File: config.mk
export PLATFORM = sky130hd
export DESIGN_NAME = tamper_map_gap_fill
export DESIGN_NICKNAME = d
export VERILOG_FILES = /design/src/hw/rtl/tmgf_pkg.sv /design/src/hw/rtl/tmgf_ram.sv /design/src/hw/rtl/tamper_map_gap_fill.sv
export SDC_FILE = /design/constraint.sdc
export NUM_CORES = 1
export LEC_CHECK = 0
export BUFFER_PORTS_ARGS = -buffer_cell sky130_fd_sc_hd__buf_4
export CORE_MARGIN = 2
export CORE_UTILIZATION = 55
export CTS_CLUSTER_DIAMETER = 60
export CTS_CLUSTER_SIZE = 16
export DETAILED_ROUTE_END_ITERATION = 8
export GPL_TIMING_DRIVEN = 0
export PLACE_DENSITY = 0.71
export REMOVE_ABC_BUFFERS = 1
export SYNTH_ARGS = -nofsm -noshare
export SYNTH_HDL_FRONTEND = slang
export SYNTH_HIERARCHICAL = 1
export SYNTH_SLANG_ARGS = --single-unit
export TNS_END_PERCENT = 100
File: constraint.sdc
create_clock -name clk -period 13.7 [get_ports clk]
set_clock_uncertainty 0.1 [all_clocks]
set_input_delay 1.37 -clock clk [delete_from_list [all_inputs] [get_ports clk]]
set_output_delay 1.37 -clock clk [all_outputs]
set_load 0.02 [all_outputs]
File: src/hw/rtl/tmgf_pkg.sv
// Shared widths, register indexes and the dimension clamp for the tamper map gap filler.
package tmgf_pkg;

  localparam int DIM_W     = 9;
  localparam int DIM_MAX   = 2 ** DIM_W - 1;
  localparam int POS_W     = 8;
  localparam int CNT_W     = 17;
  localparam int CFG_IDX_W = 2;

  localparam logic [CFG_IDX_W-1:0] CFG_BLOCK_ROWS = CFG_IDX_W'(0);
  localparam logic [CFG_IDX_W-1:0] CFG_BLOCK_COLS = CFG_IDX_W'(1);

  localparam logic [DIM_W-1:0] DIM_RESET = DIM_W'(128);

  // Map zero to one and anything above the limit to the limit
  function automatic logic [DIM_W-1:0] clamp_dim(input logic [DIM_W-1:0] v, input int maxv);
    logic [DIM_W-1:0] res;
    res = v;
    if (v == '0) begin
      res = DIM_W'(1);
    end else if (int'(v) > maxv) begin
      res = DIM_W'(maxv);
    end
    return res;
  endfunction

endpackage

File: src/hw/rtl/tmgf_ram.sv
// Generic simple dual-port RAM with registered, read-first output.
module tmgf_ram #(
  parameter int WIDTH = 1,
  parameter int DEPTH = 4
) (
  input  logic                             clk,
  input  logic                             wr_en,
  input  logic [$clog2(DEPTH)-1:0]         wr_addr,
  input  logic [WIDTH-1:0]                 wr_data,
  input  logic                             rd_en,
  input  logic [$clog2(DEPTH)-1:0]         rd_addr,
  output logic [WIDTH-1:0]                 rd_data
);

  logic [WIDTH-1:0] mem [DEPTH];

  // Read returns the old word when both ports hit the same address
  always_ff @(posedge clk) begin
    if (rd_en) begin
      rd_data <= mem[rd_addr];
    end
    if (wr_en) begin
      mem[wr_addr] <= wr_data;
    end
  end

endmodule

File: src/hw/rtl/tamper_map_gap_fill.sv
// Top level of the tamper map gap filler: line buffers, window and running counts.
// An item is captured in the window stage, then its result is loaded into the result register.
// Unstalled: one item per cycle; each column line buffer does one read and one write a cycle.
// A frame of rows*cols flags gives no result for its first cols+1 items and is
// flushed by cols+1 trailing drain items.
// Reset: synchronous, active low; clears control and restores 128 x 128; no clearing pass.
module tamper_map_gap_fill
  import tmgf_pkg::*;
#(
  parameter int MAX_BLOCK_ROWS = 256,
  parameter int MAX_BLOCK_COLS = 256
) (
  input  logic                 clk,
  input  logic                 rst_n,
  input  logic                 in_valid,
  output logic                 in_ready,
  input  logic                 in_dirty_in,
  output logic                 out_valid,
  input  logic                 out_ready,
  output logic                 out_refined_dirty,
  output logic                 out_newly_marked,
  output logic [POS_W-1:0]     out_row,
  output logic [POS_W-1:0]     out_col,
  output logic [CNT_W-1:0]     out_total_dirty,
  output logic [CNT_W-1:0]     out_added_count,
  output logic                 out_last_of_frame,
  input  logic                 cfg_wr_en,
  input  logic [CFG_IDX_W-1:0] cfg_index,
  input  logic [DIM_W-1:0]     cfg_wdata
);

  localparam int COL_LIM = (MAX_BLOCK_COLS < DIM_MAX) ? MAX_BLOCK_COLS : DIM_MAX;
  localparam int ADDR_W  = $clog2(COL_LIM);

  // Configuration
  logic [DIM_W-1:0] rows_r, cols_r;
  logic             cfg_hit;

  // Input side counters
  logic [DIM_W:0]    fill_r;
  logic [DIM_W-1:0]  in_row_r;
  logic [ADDR_W-1:0] in_col_r;
  logic [DIM_W-1:0]  em_row_r;
  logic [ADDR_W-1:0] em_col_r;
  logic              smp1_r, smp2_r;

  // Window stage
  logic              s1_valid_r, s1_emit_r, s1_last_r;
  logic [DIM_W-1:0]  s1_row_r;
  logic [ADDR_W-1:0] s1_col_r;
  logic              s1_d0_r, s1_d1_r, s1_d2_r;
  logic              orig_cur_r;
  logic              rl_r, rl2_r, u_r, ul_r;

  // Result register
  logic              out_valid_r, refined_r, added_r, last_r;
  logic [POS_W-1:0]  row_r, col_r;
  logic [CNT_W-1:0]  total_r, count_added_r;

  logic              in_fire, s1_fire, em_fire;
  logic [DIM_W-1:0]  cols_m1, rows_m1;
  logic              fill_full, em_last, sample, in_col_last, em_col_last;
  logic              orig_rd, ref_rd;
  logic              up, down, left, right, u_sel, hit, refined, added, first;
  logic [DIM_W:0]    ref_p2;
  logic [ADDR_W-1:0] ref_rd_addr;

  assign cfg_hit = cfg_wr_en && (cfg_index == CFG_BLOCK_ROWS || cfg_index == CFG_BLOCK_COLS);

  assign cols_m1 = cols_r - DIM_W'(1);
  assign rows_m1 = rows_r - DIM_W'(1);

  // Handshake between stages
  assign s1_fire  = s1_valid_r && (!s1_emit_r || !out_valid_r || out_ready);
  assign em_fire  = s1_fire && s1_emit_r;
  assign in_ready = !s1_valid_r || s1_fire;
  assign in_fire  = in_valid && in_ready;

  // Input position decode
  assign fill_full   = (fill_r == ((DIM_W + 1)'(cols_r) + (DIM_W + 1)'(1)));
  assign in_col_last = (DIM_W'(in_col_r) == cols_m1);
  assign em_col_last = (DIM_W'(em_col_r) == cols_m1);
  assign em_last     = fill_full && (em_row_r == rows_m1) && em_col_last;
  assign sample      = (in_row_r < rows_r) && in_dirty_in;

  // Hold configuration; any valid write restarts the frame
  always_ff @(posedge clk) begin
    if (!rst_n) begin
      rows_r <= clamp_dim(DIM_RESET, MAX_BLOCK_ROWS);
      cols_r <= clamp_dim(DIM_RESET, COL_LIM);
    end else if (cfg_wr_en) begin
      if (cfg_index == CFG_BLOCK_ROWS) begin
        rows_r <= clamp_dim(cfg_wdata, MAX_BLOCK_ROWS);
      end else if (cfg_index == CFG_BLOCK_COLS) begin
        cols_r <= clamp_dim(cfg_wdata, COL_LIM);
      end
    end
  end

  // Advance input and emission positions per accepted request
  always_ff @(posedge clk) begin
    if (!rst_n || cfg_hit) begin
      fill_r   <= '0;
      in_row_r <= '0;
      in_col_r <= '0;
      em_row_r <= '0;
      em_col_r <= '0;
    end else if (in_fire) begin
      if (em_last) begin
        fill_r   <= '0;
        in_row_r <= '0;
        in_col_r <= '0;
        em_row_r <= '0;
        em_col_r <= '0;
      end else begin
        if (in_col_last) begin
          in_col_r <= '0;
          if (in_row_r < rows_r) begin
            in_row_r <= in_row_r + DIM_W'(1);
          end
        end else begin
          in_col_r <= in_col_r + ADDR_W'(1);
        end
        if (!fill_full) begin
          fill_r <= fill_r + (DIM_W + 1)'(1);
        end else if (em_col_last) begin
          em_col_r <= '0;
          em_row_r <= em_row_r + DIM_W'(1);
        end else begin
          em_col_r <= em_col_r + ADDR_W'(1);
        end
      end
    end
  end

  // Original flags one row back, addressed by column
  tmgf_ram #(
    .WIDTH (1),
    .DEPTH (COL_LIM)
  ) u_orig_ram (
    .clk     (clk),
    .wr_en   (in_fire),
    .wr_addr (in_col_r),
    .wr_data (sample),
    .rd_en   (in_fire),
    .rd_addr (in_col_r),
    .rd_data (orig_rd)
  );

  // Capture the request into the window stage
  always_ff @(posedge clk) begin
    if (!rst_n) begin
      s1_valid_r <= 1'b0;
    end else if (in_fire) begin
      s1_valid_r <= 1'b1;
    end else if (s1_fire) begin
      s1_valid_r <= 1'b0;
    end
  end

  always_ff @(posedge clk) begin
    if (in_fire) begin
      s1_emit_r <= fill_full;
      s1_last_r <= em_last;
      s1_row_r  <= em_row_r;
      s1_col_r  <= em_col_r;
      s1_d0_r   <= sample;
      s1_d1_r   <= smp1_r;
      s1_d2_r   <= smp2_r;
      smp1_r    <= sample;
      smp2_r    <= smp1_r;
    end
    if (s1_fire) begin
      orig_cur_r <= orig_rd;
    end
  end

  // Neighbor availability of the emitted block
  assign up    = (s1_row_r != '0);
  assign down  = (s1_row_r != rows_m1);
  assign left  = (s1_col_r != '0);
  assign right = (DIM_W'(s1_col_r) != cols_m1);

  // Upper neighbor: narrow maps take it from the recent refined flags
  always_comb begin
    case (cols_r)
      DIM_W'(1): u_sel = rl_r;
      DIM_W'(2): u_sel = rl2_r;
      default:   u_sel = u_r;
    endcase
  end

  // Pair tests
  assign hit = (up && down && ((left && right && ul_r && s1_d0_r) ||
                               (u_sel && s1_d1_r) ||
                               (left && right && ref_rd && s1_d2_r))) ||
               (left && right && rl_r && orig_rd);
  assign refined = orig_cur_r || hit;
  assign added   = !orig_cur_r && hit;
  assign first   = (s1_row_r == '0) && (s1_col_r == '0);

  // Refined row buffer: fetch the upper-right flag of the next block
  assign ref_p2 = (DIM_W + 1)'(s1_col_r) + (DIM_W + 1)'(2);
  always_comb begin
    if (ref_p2 >= (DIM_W + 1)'(cols_r)) begin
      ref_rd_addr = ADDR_W'(ref_p2 - (DIM_W + 1)'(cols_r));
    end else begin
      ref_rd_addr = ADDR_W'(ref_p2);
    end
  end

  tmgf_ram #(
    .WIDTH (1),
    .DEPTH (COL_LIM)
  ) u_ref_ram (
    .clk     (clk),
    .wr_en   (em_fire),
    .wr_addr (s1_col_r),
    .wr_data (refined),
    .rd_en   (em_fire),
    .rd_addr (ref_rd_addr),
    .rd_data (ref_rd)
  );

  // Shift the refined window and load the result
  always_ff @(posedge clk) begin
    if (em_fire) begin
      rl_r          <= refined;
      rl2_r         <= rl_r;
      u_r           <= ref_rd;
      ul_r          <= u_r;
      refined_r     <= refined;
      added_r       <= added;
      last_r        <= s1_last_r;
      row_r         <= POS_W'(s1_row_r);
      col_r         <= POS_W'(s1_col_r);
      total_r       <= (first ? '0 : total_r) + CNT_W'(refined);
      count_added_r <= (first ? '0 : count_added_r) + CNT_W'(added);
    end
  end

  always_ff @(posedge clk) begin
    if (!rst_n) begin
      out_valid_r <= 1'b0;
    end else if (em_fire) begin
      out_valid_r <= 1'b1;
    end else if (out_ready) begin
      out_valid_r <= 1'b0;
    end
  end

  assign out_valid         = out_valid_r;
  assign out_refined_dirty = refined_r;
  assign out_newly_marked  = added_r;
  assign out_row           = row_r;
  assign out_col           = col_r;
  assign out_total_dirty   = total_r;
  assign out_added_count   = count_added_r;
  assign out_last_of_frame = last_r;

endmodule

; ---- Word-level counts from Yosys, hierarchy flattened
; Memory sizes are Yosys's and may differ from the RTL's. A register that Yosys moved wholly into a read port is not among the register bits.
; Index checks and enable logic that the tools add are counted.
[op_classes]
n_addsub = 12
order_cmp = 3
n_eq_ne = 10
muxes = 27
n_bitwise = 1
n_reduce_logical = 51
[ops]
columns = cell, n
row1 = 9-bit two-way mux, 8
row2 = 8-bit two-way mux, 6
row3 = 17-bit by 1-bit adder with 17-bit output, 2
row4 = 17-bit two-way mux, 2
row5 = 10-bit two-way mux, 2
row6 = 1-bit logical AND, 19
row7 = 9-bit by 1-bit adder with 9-bit output (second input constant), 2
row8 = 8-bit by 9-bit == test with 1-bit output, 2
row9 = 9-bit logical NOT, 2
row10 = 9-bit by 1-bit subtractor with 9-bit output (second input constant), 2
row11 = 8-bit by 1-bit adder with 8-bit output (second input constant), 2
row12 = 2-bit nonzero test, 6
row13 = 10-bit by 1-bit adder with 10-bit output (second input constant), 1
row14 = 9-bit by 1-bit adder with 10-bit output (second input constant), 1
row15 = 10-bit == test, 1
row16 = 8-bit by 2-bit adder with 9-bit output (second input constant), 1
row17 = 9-bit by 1-bit == test with 1-bit output (second input constant), 1
row18 = 9-bit by 2-bit == test with 1-bit output (second input constant), 1
row19 = 9-bit == test, 1
row20 = 9-bit >= comparator, 1
row21 = 9-bit greater-than comparator (second input constant), 1
row22 = 1-bit logical OR, 9
row23 = 9-bit less-than comparator, 1
row24 = 8-bit by 9-bit != test with 1-bit output, 1
row25 = other kinds (14), 29
[word_totals]
ff_bits = 143
ramBits = 512
in_bits = 17
output_inout_bits = 55
word_cells = 133
memories = 2
[mem_list]
columns = memory, words, width, read_ports, rd_clocked_by_memory_dff, wr, line_no
row1 = u_orig_ram.mem, 256, 1, 1, 1, 1, tmgf_ram.sv:15  ; logic [WIDTH-1:0] mem [DEPTH];
row2 = u_ref_ram.mem, 256, 1, 1, 1, 1, tmgf_ram.sv:15

; ---- Depth between registers and ports, before layout
; Gate-level depths: netlist (run 1).
[logic_depth]
word_depth = 11
ltp_mapped = 21
ltp_nobuf = 18

; ---- By module
; Netlist (run 1), hierarchy kept.
[by_module_without_submodules]
columns = module, n_inst, cells_each, area_each_um2, seq_area_each_um2
row1 = tmgf_ram, 2, 788, 11138.2, 7717.4
row2 = tamper_map_gap_fill, 1, 895, 8503.2, 3653.5

; ---- Worst setup path before layout (run 1)
; Ideal clock, no wire load.
[synth_path]
path_type = input port to flip-flop
from = input port in_dirty_in
to = register s1_d0_r (data pin)
t_arrival_ns = 7.275
required_ns = 12.202
path_slack_ns = 4.927
cell_stages = 2
n_path_buf = 0
path_cell_list = inv_1 nor2_1
[synth_between]
elab_chain_len = 1
[synth_lines]
columns = element, line_no
row1 = from (decl), tamper_map_gap_fill.sv:17  ; input logic in_dirty_in,
row2 = 1-bit logical AND, tamper_map_gap_fill.sv:84  ; assign sample = (in_row_r < rows_r) && in_dirty_in;
row3 = net sample, tamper_map_gap_fill.sv:62  ; logic fill_full, em_last, sample, in_col_last, em_col_last;
row4 = to (signal assigned), tamper_map_gap_fill.sv:167  ; s1_d0_r <= sample;
row5 = to (decl), tamper_map_gap_fill.sv:51  ; logic s1_d0_r, s1_d1_r, s1_d2_r;
; The timed path passes the listed nets, and every way through them passes these cells.
; A chain may end at the register's enable or synchronous reset.

; ---- Worst setup path in the final report (run 1)
[layout_path]
from = register cols_r[1]
to = register u_ref_ram.rd_data (read register of u_ref_ram.mem) (data pin)
[layout_between]
elab_chain_len = 2
elab_cells_between_ends = 3
[layout_lines]
columns = element, line_no
row1 = from (decl), tamper_map_gap_fill.sv:36  ; logic [DIM_W-1:0] rows_r, cols_r;
row2 = from (signal assigned), tamper_map_gap_fill.sv:90  ; cols_r <= clamp_dim(DIM_RESET, COL_LIM);
row3 = from (signal assigned), tamper_map_gap_fill.sv:95  ; cols_r <= clamp_dim(cfg_wdata, COL_LIM);
row4 = 9-bit >= comparator, tamper_map_gap_fill.sv:205  ; if (ref_p2 >= (DIM_W + 1)'(cols_r)) begin
row5 = 8-bit two-way mux, tamper_map_gap_fill.sv:205
row6 = net ref_rd_addr[0], tamper_map_gap_fill.sv:66  ; logic [ADDR_W-1:0] ref_rd_addr;
row7 = to (decl), tmgf_ram.sv:12  ; output logic [WIDTH-1:0] rd_data
; The timed path passes the listed nets, and every way through them passes these cells.

==> flow_summary.yaml, run 1 <==
status:
  outcome: "finished clean"
finish:
  drive_gt1_share_pct: 10.6
  final_common_cell: "nor2_1"
  fillCellCount: 4277
  area_growth_pct: 8.32
  diodes: 0
  mostFrequentLayoutCells: "nor2_1, edfxtp_1, nand2_1"
  nNetsFinal: 2505
synthesis:
  synth_area_leaders: "edfxtp_1, nor2_1, mux4_2"
  synth_ff_type: "edfxtp_1"
  avgSynthCellArea_um2: 12.5
  synth_seq_cells: 657
  synth_top_area_share_pct: 57.9
  seq_area_frac_synth_pct: 62.0
  yosysTopAreaCell: "edfxtp_1"
  synth-edff-count: 593
  synth-async-reset-ratio_pct: 0
  synthDistinctLibCells: 73
  ys_warn_count: 6
  syn_inst: 2471
  syn_area_um2: 30800
placement:
  port_buffers: 71
  hpwl_mm: 42.4
  gp_congestion: 0.846
floorplan:
  die_w_um: 241
  fp.dieArea_um2: 57900
  fp.dieH_um: 241
  io_pins: 72
  num_rows: 86
  core_area_um2: 55200
  start_util_pct: 55.8
pwr:
  ir_drop_uv: 109
  fin_total_pwr_mw: 3.88
  powerDensity_nw_per_um2: 117
  p_leak_nw: 10.1
cts:
  cts_resized: 0
  postCtsSetupBuffers: 0
  path_clk_slew_ns: 0.07
  root_buffer: "clkbuf_16"
  cts_tree: "yes"
  insertion_delay_ns: 0.61
  clockBufferDepth: 3
  cts.sinks: 657
  cts_hold_buf: 0
  cts_buffers: 50
  htree_levels: 2
global_routing:
  antenna_found_initial: 0
  grt_pass1_vias: 19458
  grt_overflow: 0
  grt_pass1_wl_mm: 108
  grt_max_degree: 97
  track_usage_pct: 24.1
timing:
  finalSetupTns_ns: 0
  finalCritPeriodShare_pct: 48.4
  grt_setup_unrepaired: "false"
  fin_crit_ns: 6.63
  fin_worst_hold_slack_ns: 0.355
  fmax_ghz: 0.151
  slew_headroom_pct: 17.5
  hold_viol: 0
  report.final.slew_viol_count: 0
  worst_pin_slew_ns: 1.23
  setup_viol: 0
worst_setup_path:
  cp_max_fo: 16
  path_class: "reg2reg"
  end_kind: "flop"
  cp.arrival_ns: 6.96
  crit_chain: "inv_1, ha_1, nor2b_1, o21ai_0, a21oi_1, o21a_1, nor2_1, o21ai_0, a31oi_1, mux2i_4, buf_12, buf_12, nand3b_1, o21ai_0, nor3_1, a2111oi_0, a311oi_1, a22oi_1"
  slowest_stage: "a31oi_1"
  cpPeakStageDelay_ns: 0.88
  path_common_cell: "o21ai_0"
  cp_data_required_time_ns: 14.03
  startpoint_type: "flop"
detailed_routing:
  drtPass1Iterations: 7
  vias: 19889
  drtAntennaViolNets: 0
  vias_per_cell: 6.17
  drc: 0
  wl_per_cell_um: 21.6
  drt_iter0_markers: 2076
  totalWireLength_mm: 69.5
min_path:
  hp-class: "reg2reg"
flow_run:
  cap_violations: 0
==> final timing paths <==
kind / startpoint / endpoint / slack [ns] / cells past startpoint
hold reg to reg: s1_d1_r / s1_d2_r / 0.36 / 0
setup reg to reg: cols_r[1] / u_ref_ram/rd_data / 7.07 / 18
hold / removal: s1_d1_r / s1_d2_r / 0.36 / 0
setup / recovery: cols_r[1] / u_ref_ram/rd_data / 7.07 / 18
==> cell families after synthesis <==
kind of cell               after synthesis  share of synthesized area (%)
AOI/OAI and AO/OA                      243                           5.32
xor gates and xnor gates               116                           3.62
adders and majority gates               33                           1.37
buffers and inverters                  195                           2.91
DFF                                    657                           62.0
muxes                                  197                           9.86
and+or+nand+nor                       1030                           14.9
==> cell usage after synthesis, drive strengths merged (24+ instances only) <==
master    n
a21oi    46
and3     24
buf      51
clkbuf  103
dfxtp    64
edfxtp  593
ha       32
inv      41
mux2i   104
mux4     84
nand2   137
nand3    78
nor2    607
nor2b    32
nor3     28
nor4     26
o21ai    25
o22ai    46
xnor2    68
xor2     41
==> stage by stage <==
step	setup slack [ns]	utilization (%)	cell area, um^2	instances
final	7.07	60.4	33300	3223
after global routing	6.47	60.4	33300	3223
after CTS	7.13	60.4	33300	3223
after detailed placement	7.16	57.8	31900	3151
after global placement	0.452	57.1	31500	3136
after floorplan	4.93	-	30000	2317
==> final cells by class <==
type                            instances  area, um^2  area share, %
Clock buffer                           60        1330           3.99
Inverter                               41         154          0.462
Timing Repair Buffer                   86         888           2.66
Multi-Input combinational cell       1619       10800           32.5
Sequential cell                       657       19100           57.3
Tap cell                              748         936           2.81
Clock inverter                         12         103          0.308
==> flip-flops by register name (all words and copies together) (netlist names), 8 cells and up <==
signal           count
s1_col_r             8
cols_r               9
out_row              8
fill_r              10
u_orig_ram/mem     256
out_added_count     17
rows_r               9
out_col              8
u_ref_ram/mem      256
em_col_r             8
in_col_r             8
em_row_r             9
in_row_r             9
out_total_dirty     17
s1_row_r             9
==> power by group <==
group	switching (mW)	total [mW]	internal, mW
clock	0.685	1.38	0.692
sequential	0.0199	2.22	2.20
combinational	0.174	0.289	0.115
==> layer usage <==
metal	GRT usage, %	vias up	part of all wire, %
li1	-	9014	-
met1	32.5	9964	41
met2	40.9	781	49
met3	3.71	130	7.9
met4	7.13	0	2.4
met5	0	-	0
==> worst max-delay path, delay by kind of cell, from the launching register on <==
family / cells / cell delay (ns)
muxes: 1 / 0.77
DFF: 1 / 0.61
AOI/OAI and AO/OA: 9 / 2.84
buffers and inverters: 3 / 0.68
and+or+nand+nor: 4 / 1.07
adders and majority gates: 1 / 0.37
(Power assumes the default switching activity.)
==> run 2: changes to the inputs <==
==> constraint.sdc (replaced) <==
create_clock -name clk -period 6.7 [get_ports clk]
set_clock_uncertainty 0.1 [all_clocks]
set_input_delay 0.67 -clock clk [delete_from_list [all_inputs] [get_ports clk]]
set_output_delay 0.67 -clock clk [all_outputs]
set_load 0.02 [all_outputs]
==> run 2 against run 1 <==
Compared with the run above:
- routed wire length is 0.16% lower
- register-to-register slack worse by 6.6 ns
- clock-buffer cell count stayed put
- clock power is 100% higher
- power is 100% higher
- global-route usage stayed put
- cell area hardly changed
- sequential share of layout area hardly changed
==> flow_summary.yaml, run 2 (synthesis results as in run 1) <==
timing:
  slew_headroom_pct: 18.7
  fin_worst_hold_slack_ns: 0.253
  grt_setup_unrepaired: "false"
  report.final.slew_viol_count: 0
  worst_pin_slew_ns: 1.22
  hold_viol: 0
  fmax_ghz: 0.161
  finalCritPeriodShare_pct: 92.7
  fin_crit_ns: 6.21
  setup_viol: 0
floorplan:
  num_rows: 86
  die_w_um: 241
  start_util_pct: 55.8
  fp.dieH_um: 241
  fp.dieArea_um2: 57900
  io_pins: 72
  core_area_um2: 55200
cts:
  cts.sinks: 657
  insertion_delay_ns: 0.61
  path_clk_slew_ns: 0.07
  root_buffer: "clkbuf_16"
  htree_levels: 2
  cts_tree: "yes"
  cts_buffers: 50
  clockBufferDepth: 3
detailed_routing:
  totalWireLength_mm: 69.4
  drt_iter0_markers: 2136
  vias_per_cell: 6.16
  wl_per_cell_um: 21.5
  drtPass1Iterations: 8
  vias: 19862
  drc: 0
  drtAntennaViolNets: 0
pwr:
  powerDensity_nw_per_um2: 238
  fin_total_pwr_mw: 7.94
  p_leak_nw: 10.2
  ir_drop_uv: 224
finish:
  postLayoutCoreUtil_pct: 60.4
  instances_no_fill: 3224
  multi_input_area_um2: 10800
  final_area_um2: 33400
  nNetsFinal: 2506
  final_common_cell: "nor2_1"
  fillCellCount: 4276
  top_regs: "u_orig_ram/mem x256, u_ref_ram/mem x256"
  drive_gt1_share_pct: 10.7
  regArea_um2: 19100
  area_growth_pct: 8.37
  mostFrequentLayoutCells: "nor2_1, edfxtp_1, nand2_1"
  diodes: 0
placement:
  hpwl_mm: 42.4
  postPlaceCellArea_um2: 31900
  port_buffers: 71
  gp_congestion: 0.846
  dp_cells: 3151
worst_setup_path:
  cp_data_required_time_ns: 6.94
  startpoint_type: "flop"
  cp_max_fo: 37
  cp.arrival_ns: 6.45
  cpPeakStageDelay_ns: 0.69
  regToRegSetupSlack_ns: 0.49
  slowest_stage: "mux2_4"
  path_delay_family: "compound AO/OA/AOI/OAI gates"
  path_class: "reg2reg"
  end_kind: "flop"
  path_common_cell: "o21ai_0"
  crit_chain: "inv_1, ha_1, nor2b_1, o21ai_0, a21oi_1, o21a_1, nor2_1, o21ai_0, a31oi_2, mux2_4, buf_16, nand3b_1, o22ai_1, nor3_1, a2111oi_0, a311oi_1, a22oi_1"
  cp_num_buf_inv: 2
global_routing:
  grt_pass1_wl_mm: 108
  antenna_found_initial: 0
  grt_max_degree: 97
  grt_pass1_vias: 19458
  grt_overflow: 0
  track_usage_pct: 24.1
flow_run:
  cap_violations: 0
status:
  outcome: "finished clean"
min_path:
  hp-class: "in2reg"
==> run 2: changes by cell type in the layout (fill, tap and decap cells not counted) <==
cell,previous run,this run
buf_4,71,72
a31oi_2,1,2
a31oi_1,16,15
==> run 2: final cells by class <==
type / instances / area share, %
Clock inverter: 12 / 0.308
Clock buffer: 60 / 3.99
Tap cell: 748 / 2.81
Sequential cell: 657 / 57.3
Timing Repair Buffer: 87 / 2.69
Multi-Input combinational cell: 1619 / 32.5
Inverter: 41 / 0.461
==> run 2: repair_timing <==
item	in CTS	in global routing
buffers inserted	0	1
hold buffers	0	0
resized for setup	0	1
setup endpoints to repair	0	1
==> run 2: tightest hold or removal path, stage by stage <==
cell	delay [ns]
buf_4	0.12
inv_1	0.04
a21boi_0	0.07
==> run 2: stage by stage <==
step | worst slack [ns] | TNS [ns]
finish | 0.489 | 0
global route | 0.0362 | 0
CTS | 0.135 | 0
detailed placement | 0.159 | 0
global placement | -6.55 | -2051.33
floorplan | -2.06 | -512.33
==> run 2: layer usage <==
metal | track usage [%] | vias up | routed length [um] | share of wire, %
met4 | 7.13 | 0 | 1770 | 2.5
met5 | 0 | - | 0 | 0
met2 | 40.9 | 807 | 34000 | 49
li1 | - | 9018 | - | -
met3 | 3.71 | 134 | 5490 | 7.9
met1 | 32.5 | 9903 | 28100 | 40
==> run 2: power breakdown <==
group | switching, mW | internal [mW]
sequential | 0.0408 | 4.50
combinational | 0.356 | 0.236
clock | 1.40 | 1.41
==> run 2: path summary, 6_finish.rpt <==
| kind | to | startpoint | cells after the start |
|---|---|---|---|
| max | u_ref_ram/rd_data | cols_r[1] | 17 |
| max reg2reg | u_ref_ram/rd_data | cols_r[1] | 17 |
| min reg2reg | s1_d2_r | s1_d1_r | 0 |
| min | s1_valid_r | in_valid | 3 |
